<file path="config.mk">
export PLATFORM = sky130hd
export DESIGN_NAME = nohalo_level1_resampler_unit
export DESIGN_NICKNAME = d
export VERILOG_FILES = /design/src/hdl/nhl1_pkg.sv /design/src/hdl/nohalo_level1_resampler_unit.sv
export SDC_FILE = /design/constraint.sdc
export NUM_CORES = 2
export LEC_CHECK = 0
export ABC_CLOCK_PERIOD_IN_PS = 42100
export BUFFER_PORTS_ARGS = -buffer_cell sky130_fd_sc_hd__buf_4
export CELL_PAD_IN_SITES_DETAIL_PLACEMENT = 1
export CELL_PAD_IN_SITES_GLOBAL_PLACEMENT = 1
export CORE_ASPECT_RATIO = 1.5
export CORE_MARGIN = 5
export CORE_UTILIZATION = 53
export CTS_CLUSTER_DIAMETER = 40
export DETAILED_ROUTE_END_ITERATION = 7
export HOLD_SLACK_MARGIN = 0.15
export MAX_ROUTING_LAYER = met4
export PLACE_DENSITY_LB_ADDON = 0.1
export RECOVER_POWER = 100
export SLEW_MARGIN = 20
export SYNTH_ARGS = -nofsm -noshare
export SYNTH_HDL_FRONTEND = slang
export SYNTH_SLANG_ARGS = --single-unit
</file>
<file path="constraint.sdc">
create_clock -name clock -period 42.1 [get_ports clock]
set_input_delay 12.63 -clock clock [delete_from_list [all_inputs] [get_ports clock]]
set_output_delay 12.63 -clock clock [all_outputs]
set_load 0.005 [all_outputs]
</file>
<file path="src/hdl/nhl1_pkg.sv">
package nhl1_pkg;

   localparam int PIXEL_BITS_DEFAULT = 8;
   localparam int FRAC_BITS_DEFAULT  = 8;

   function automatic int byte_round(input int bits);
      return ((bits + 7) / 8) * 8;
   endfunction

endpackage

</file>
<file path="src/hdl/nohalo_level1_resampler_unit.sv">
// Channel | Direction | Contents of tdata
// req_    | in        | row_top, row_upper, row_lower, row_bottom, frac_x, frac_y
// rsp_    | out       | result_pixel
//
// Every beat passes five register stages, the last of which is the output register, and
// a new beat can enter on every cycle in which the result side does not stall. The five
// stages are the input mirror, the slope limiters, the slope sums, the four weight
// multipliers, and the final add, round and clamp. Reset clears only the valid bits. A
// stall on the result side freezes the whole pipeline, so nothing is lost or repeated.
module nohalo_level1_resampler_unit
   import nhl1_pkg::*;
#(
   parameter int PIXEL_BITS = PIXEL_BITS_DEFAULT,
   parameter int FRAC_BITS  = FRAC_BITS_DEFAULT
) (
   input  logic                                       clock,
   input  logic                                       reset,
   input  logic                                       req_tvalid,
   output logic                                       req_tready,
   // row_top, row_upper, row_lower, row_bottom, frac_x, frac_y from the lowest bit up
   input  logic [byte_round(12*PIXEL_BITS+2*FRAC_BITS)-1:0] req_tdata,
   output logic                                       rsp_tvalid,
   input  logic                                       rsp_tready,
   // result_pixel
   output logic [byte_round(PIXEL_BITS)-1:0]          rsp_tdata
);

   localparam int PW = PIXEL_BITS;
   localparam int FW = FRAC_BITS;
   localparam int DW = PW + 1;
   localparam int RW = PW + 6;
   localparam int SW = 2 * FW + PW + 7;
   localparam int QW = SW - 2 - 2 * FW;
   localparam int OUT_BITS = byte_round(PIXEL_BITS);
   localparam logic [FW-1:0] HALF = {1'b1, {(FW-1){1'b0}}};

   function automatic logic signed [DW-1:0] minmod(input logic signed [DW-1:0] a,
                                                    input logic signed [DW-1:0] b);
      logic [DW-1:0] mag_a;
      logic [DW-1:0] mag_b;
      logic signed [DW-1:0] res;
      mag_a = a[DW-1] ? $unsigned(-a) : $unsigned(a);
      mag_b = b[DW-1] ? $unsigned(-b) : $unsigned(b);
      if (a == '0 || b == '0 || a[DW-1] != b[DW-1]) begin
         res = '0;
      end else if (mag_a <= mag_b) begin
         res = a;
      end else begin
         res = b;
      end
      return res;
   endfunction

   function automatic logic signed [DW-1:0] diff(input logic [PW-1:0] a,
                                                  input logic [PW-1:0] b);
      return $signed({1'b0, a}) - $signed({1'b0, b});
   endfunction

   logic en;
   logic v1_ff, v2_ff, v3_ff, v4_ff, v5_ff;

   assign en         = !v5_ff || rsp_tready;
   assign req_tready = en;
   assign rsp_tvalid = v5_ff;

   // Stage 1: unpack, mirror toward the nearest central pixel, weights.
   logic [2*PW-1:0] row_top, row_bottom;
   logic [4*PW-1:0] row_upper, row_lower;
   logic [FW-1:0]   frac_x, frac_y;
   logic [PW-1:0]   g [4][4];
   logic [PW-1:0]   s_in [4][4];
   logic [PW-1:0]   s_ff [4][4];
   logic [FW-1:0]   w_in, x_in, z_in, y_in;
   logic [FW-1:0]   w_ff, x_ff, z_ff, y_ff;

   assign row_top    = req_tdata[2*PW-1:0];
   assign row_upper  = req_tdata[6*PW-1:2*PW];
   assign row_lower  = req_tdata[10*PW-1:6*PW];
   assign row_bottom = req_tdata[12*PW-1:10*PW];
   assign frac_x     = req_tdata[12*PW+FW-1:12*PW];
   assign frac_y     = req_tdata[12*PW+2*FW-1:12*PW+FW];

   always_comb begin
      for (int j = 0; j < 4; j++) begin
         for (int i = 0; i < 4; i++) begin
            g[j][i] = '0;
         end
      end
      for (int i = 0; i < 2; i++) begin
         g[0][i+1] = row_top[i*PW +: PW];
         g[3][i+1] = row_bottom[i*PW +: PW];
      end
      for (int i = 0; i < 4; i++) begin
         g[1][i] = row_upper[i*PW +: PW];
         g[2][i] = row_lower[i*PW +: PW];
      end
      for (int j = 0; j < 4; j++) begin
         for (int i = 0; i < 4; i++) begin
            s_in[j][i] = g[2'(j) ^ {2{frac_y[FW-1]}}][2'(i) ^ {2{frac_x[FW-1]}}];
         end
      end
      w_in = frac_x[FW-1] ? frac_x - HALF : HALF - frac_x;
      z_in = frac_y[FW-1] ? frac_y - HALF : HALF - frac_y;
      x_in = HALF - w_in;
      y_in = HALF - z_in;
   end

   always_ff @(posedge clock) begin
      if (en) begin
         s_ff <= s_in;
         w_ff <= w_in;
         x_ff <= x_in;
         z_ff <= z_in;
         y_ff <= y_in;
      end
   end

   // Stage 2: limited slopes and weight products.
   logic signed [DW-1:0] h0a, h1a, h2a, h0b, h1b, h2b;
   logic signed [DW-1:0] v0a, v1a, v2a, v0b, v1b, v2b;
   logic signed [DW-1:0] mha0_ff, mha2_ff, mhb0_ff, mhb2_ff;
   logic signed [DW-1:0] mva0_ff, mva2_ff, mvb0_ff, mvb2_ff;
   logic signed [DW:0]   cross_ff;
   logic [PW:0]          sum_r1_ff, sum_r2_ff;
   logic [PW-1:0]        p2_ff;
   logic [2*FW-1:0]      wz_ff, xz_ff, wy_ff, xy_ff;

   assign h0a = diff(s_ff[1][1], s_ff[1][0]);
   assign h1a = diff(s_ff[1][2], s_ff[1][1]);
   assign h2a = diff(s_ff[1][3], s_ff[1][2]);
   assign h0b = diff(s_ff[2][1], s_ff[2][0]);
   assign h1b = diff(s_ff[2][2], s_ff[2][1]);
   assign h2b = diff(s_ff[2][3], s_ff[2][2]);
   assign v0a = diff(s_ff[1][1], s_ff[0][1]);
   assign v1a = diff(s_ff[2][1], s_ff[1][1]);
   assign v2a = diff(s_ff[3][1], s_ff[2][1]);
   assign v0b = diff(s_ff[1][2], s_ff[0][2]);
   assign v1b = diff(s_ff[2][2], s_ff[1][2]);
   assign v2b = diff(s_ff[3][2], s_ff[2][2]);

   always_ff @(posedge clock) begin
      if (en) begin
         mha0_ff   <= minmod(h1a, h0a);
         mha2_ff   <= minmod(h1a, h2a);
         mhb0_ff   <= minmod(h1b, h0b);
         mhb2_ff   <= minmod(h1b, h2b);
         mva0_ff   <= minmod(v1a, v0a);
         mva2_ff   <= minmod(v1a, v2a);
         mvb0_ff   <= minmod(v1b, v0b);
         mvb2_ff   <= minmod(v1b, v2b);
         cross_ff  <= (DW+1)'(v1b) + (DW+1)'(h1a);
         sum_r1_ff <= {1'b0, s_ff[1][1]} + {1'b0, s_ff[1][2]};
         sum_r2_ff <= {1'b0, s_ff[1][1]} + {1'b0, s_ff[2][1]};
         p2_ff     <= s_ff[1][1];
         wz_ff     <= {{FW{1'b0}}, w_ff} * {{FW{1'b0}}, z_ff};
         xz_ff     <= {{FW{1'b0}}, x_ff} * {{FW{1'b0}}, z_ff};
         wy_ff     <= {{FW{1'b0}}, w_ff} * {{FW{1'b0}}, y_ff};
         xy_ff     <= {{FW{1'b0}}, x_ff} * {{FW{1'b0}}, y_ff};
      end
   end

   // Stage 3: the three double-density values.
   logic signed [RW-1:0] r1_in, r2_in, r3_in;
   logic signed [RW-1:0] r1_ff, r2_ff, r3_ff;
   logic [PW-1:0]        p3_ff;
   logic [2*FW-1:0]      wz3_ff, xz3_ff, wy3_ff, xy3_ff;

   always_comb begin
      r1_in = RW'(mha0_ff) - RW'(mha2_ff) + $signed(RW'({sum_r1_ff, 1'b0}));
      r2_in = RW'(mva0_ff) - RW'(mva2_ff) + $signed(RW'({sum_r2_ff, 1'b0}));
      r3_in = r1_in + r2_in + (RW'(cross_ff) <<< 1)
            + RW'(mhb0_ff) - RW'(mhb2_ff) + RW'(mvb0_ff) - RW'(mvb2_ff);
   end

   always_ff @(posedge clock) begin
      if (en) begin
         r1_ff  <= r1_in;
         r2_ff  <= r2_in;
         r3_ff  <= r3_in;
         p3_ff  <= p2_ff;
         wz3_ff <= wz_ff;
         xz3_ff <= xz_ff;
         wy3_ff <= wy_ff;
         xy3_ff <= xy_ff;
      end
   end

   // Stage 4: weighted terms.
   logic signed [SW-1:0] t0_ff, t1_ff, t2_ff, t3_ff;

   always_ff @(posedge clock) begin
      if (en) begin
         t0_ff <= $signed((SW'(wz3_ff) * SW'(p3_ff)) << 3);
         t1_ff <= (SW'($signed({1'b0, xz3_ff})) * SW'(r1_ff)) <<< 1;
         t2_ff <= (SW'($signed({1'b0, wy3_ff})) * SW'(r2_ff)) <<< 1;
         t3_ff <= SW'($signed({1'b0, xy3_ff})) * SW'(r3_ff);
      end
   end

   // Stage 5: sum, round half up, clamp.
   logic signed [SW-1:0] num;
   logic [QW-1:0]        quot;
   logic [PW-1:0]        pix_in, pix_ff;

   always_comb begin
      num  = t0_ff + t1_ff + t2_ff + t3_ff + (SW'(1) <<< (2 * FW));
      quot = num[SW-2:2*FW+1];
      if (num[SW-1]) begin
         pix_in = '0;
      end else if (|quot[QW-1:PW]) begin
         pix_in = '1;
      end else begin
         pix_in = quot[PW-1:0];
      end
   end

   always_ff @(posedge clock) begin
      if (en) begin
         pix_ff <= pix_in;
      end
   end

   assign rsp_tdata = OUT_BITS'(pix_ff);

   always_ff @(posedge clock) begin
      if (reset) begin
         v1_ff <= 1'b0;
         v2_ff <= 1'b0;
         v3_ff <= 1'b0;
         v4_ff <= 1'b0;
         v5_ff <= 1'b0;
      end else if (en) begin
         v1_ff <= req_tvalid;
         v2_ff <= v1_ff;
         v3_ff <= v2_ff;
         v4_ff <= v3_ff;
         v5_ff <= v4_ff;
      end
   end

endmodule
</file>
==> run metrics <==
unique cell type count in the Yosys netlist 81; top_reg_cell synth edfxtp_1; minimum clock period 26.65 ns; Port Buffer Count between 100 and 150; final setup margin between 15 and 20 ns; WL per Instance around 23 um; total number of yosys warnings 0; area delta synth->final 7.37%; CORE AREA between 100000 and 150000 um^2; Layout Skew ~0.054 ns; TritonCTS clock tree done; Crit path largest cell delay 0.88 ns; layout cells sized above 1 between 5 and 6%; global-route wire length before repair ~290000 um; Startpoint Class input port; worst-path fanout max 11; drt drc 0; Die W slightly below 300 um; Syn Nets just over 8000; Syn Inst Count 6396; worst slew pin tran roughly 4.2 ns; initial antenna violation count 6; IO Pins 126; vias in the first global route approximately 52000; DP Wirelength between 150000 and 200000 um; routability-driven placement congestion ratio roughly 0.92; vias per cell roughly 5.7; final hold viol count 0; CTS Hold Bufs 0; Filler Cells Inserted 13600; cts repair resizes 0; setup slack at placement around 16 ns; final net count approximately 8000; Total GRT Usage between 20 and 30%; Initial Utilization between 50% and 60%; crit path DAT ~14 ns; Synth Cell Area around 66000 um^2; critical path capture point type primary output; final WL ~180000 um; Max Freq ~38 MHz; die area 131000 um^2; Setup CP Type in -> out; Top Family by Delay on Critical Path simple AND/OR/NAND/NOR gates; Max Cap Violations 12; Synth async-reset ratio 0%; final setup violation count 0; Post-synth EDFFs 522; footprint of the multi-input gates 44400 um^2; Num CTS Buffers 72; H-tree Lvls 3; Fin Setup TNS 0 ns; remaining antenna violation count 0; DRT iter0 DRCs roughly 1900; Pins Over Slew Limit roughly 660; Worst EP required between 20 and 30 ns; failing checks capacitance limit, slew limit; status finished with violations; WP buf/inv 2; Crit-path slowest cell nand2b_1; CP Cell Sequence clkbuf_4 > nand2b_1 > clkbuf_1; Post-CTS Setup Inserts 0; register bit count reported by yosys between 500 and 600; Clock Latency Late Sink between 0.6 and 0.7 ns; register area share after synthesis ~24%; total grt overflow 0; RSZ-0062 raised after global routing false; DR vias 45900; HP Class reg -> reg; Reg area approximately 16000 um^2; Rel. slew slack -181%; clock-pin transition on the worst setup and hold timing paths 0.06 ns; CTS Buffer Depth 3; # rows 158; period utilization between 60% and 70%; CTS root buf clkbuf_16; clk sinks between 500 and 600; drt first pass iters 5; largest net degree at the start of global routing 80; die span in y between 400 and 500 um; Syn Area/Cell roughly 10 um^2
[area by class of cell]
type / count / share of cell area (%)
diodes: 2 / 0.00711
clock buffers: 82 / 2.61
clock inverters: 51 / 0.889
inverters: 1258 / 6.71
multi-input cells: 4451 / 63.1
flip-flops and latches: 527 / 22.4
well taps: 1600 / 2.84
repair buffers: 145 / 1.45
[cells by family (layout without fill, tap and decap cells)]
kind of cell	Yosys count	after routing	share of synthesized area [%]
DFF	527	527	24.1
muxes	123	123	3.72
and+or+nand+nor	1630	1630	12.2
AOI/OAI and AO/OA	766	766	7.55
buffers and inverters	1418	1536	8.13
xor gates and xnor gates	343	343	4.58
other	0	2	0
adders and majority gates	1589	1589	39.7
[state kept, by name, summed over array words and instances, names as in the netlist, 16 cells and up]
name	count
t1_ff	29
wz_ff	16
t3_ff	30
t2_ff	29
s_ff	96
wz3_ff	16
t0_ff	24
[through the flow]
step	utilization, %	hold slack, ns	instances	cell area [um^2]
after floorplan	-	0.400	6396	65600
after global placement	55.2	0.401	7981	68100
after detailed placement	55.2	0.406	7981	68100
after CTS	57.2	0.372	8114	70500
after global routing	57.1	0.379	8116	70400
final	57.1	0.385	8116	70400
[placed cells by master (no fill, tap or decap), types with 72 or more instances in the layout]
cell	Yosys	final
and2_1	416	388
fa_1	822	822
nand2_1	611	611
a21o_1	73	73
edfxtp_1	522	522
buf_4	0	118
nor2_1	226	226
mux4_2	96	96
nor2b_1	82	82
inv_1	1256	1258
xnor2_1	226	225
ha_1	767	767
o21ai_0	159	162
clkbuf_16	0	72
xor2_1	117	117
a21oi_1	245	248
[cell usage after synthesis, types with 6 or more instances]
| cell type | instances | share of area (%) |
|---|---|---|
| nor2b_1 | 82 | 0.78 |
| inv_1 | 1256 | 7.2 |
| or3_1 | 25 | 0.24 |
| edfxtp_1 | 522 | 24 |
| o31a_1 | 11 | 0.15 |
| a311oi_1 | 13 | 0.17 |
| mux2i_1 | 22 | 0.34 |
| fa_1 | 822 | 25 |
| a211oi_1 | 13 | 0.15 |
| o31ai_1 | 16 | 0.18 |
| mux4_2 | 96 | 3.3 |
| ha_1 | 767 | 15 |
| nand2b_1 | 45 | 0.43 |
| a31oi_1 | 6 | 0.057 |
| o2111a_1 | 7 | 0.12 |
| xnor2_1 | 226 | 3.0 |
| nor3_1 | 62 | 0.47 |
| o21a_1 | 64 | 0.73 |
| nor2_1 | 226 | 1.3 |
| buf_1 | 13 | 0.074 |
| and3_1 | 22 | 0.21 |
| and2_1 | 416 | 4.0 |
| a21o_1 | 73 | 0.84 |
| or2_2 | 15 | 0.14 |
| o21bai_1 | 52 | 0.60 |
| nand4_1 | 20 | 0.19 |
| clkbuf_1 | 145 | 0.83 |
| nand2_1 | 611 | 3.5 |
| o21ai_0 | 159 | 1.2 |
| xor2_1 | 117 | 1.6 |
| a21boi_0 | 28 | 0.32 |
| nand3_1 | 67 | 0.51 |
| or4_1 | 14 | 0.16 |
| o21ai_1 | 9 | 0.069 |
| a21oi_1 | 245 | 1.9 |
| o41ai_1 | 17 | 0.23 |
[routing by layer]
metal  wire (um)  global-route usage [%]
met1       64600                    29.8
met2      101000                    55.3
met3        5630                    3.06
met4       13700                    17.1
met5           0                       -
[worst paths after layout]
check	slack, ns	cells after the start	end	start
min reg2reg	0.38	0	wy3_ff[9]	wy_ff[9]
min	0.38	0	wy3_ff[9]	wy_ff[9]
max	15.45	3	req_tready	rsp_tready
max reg2reg	32.11	5	x_ff[2]	rsp_tvalid
Power is left out: the tool's default activity adds up to more than one toggle a clock period on the data nets, which glitch-free logic cannot reach.
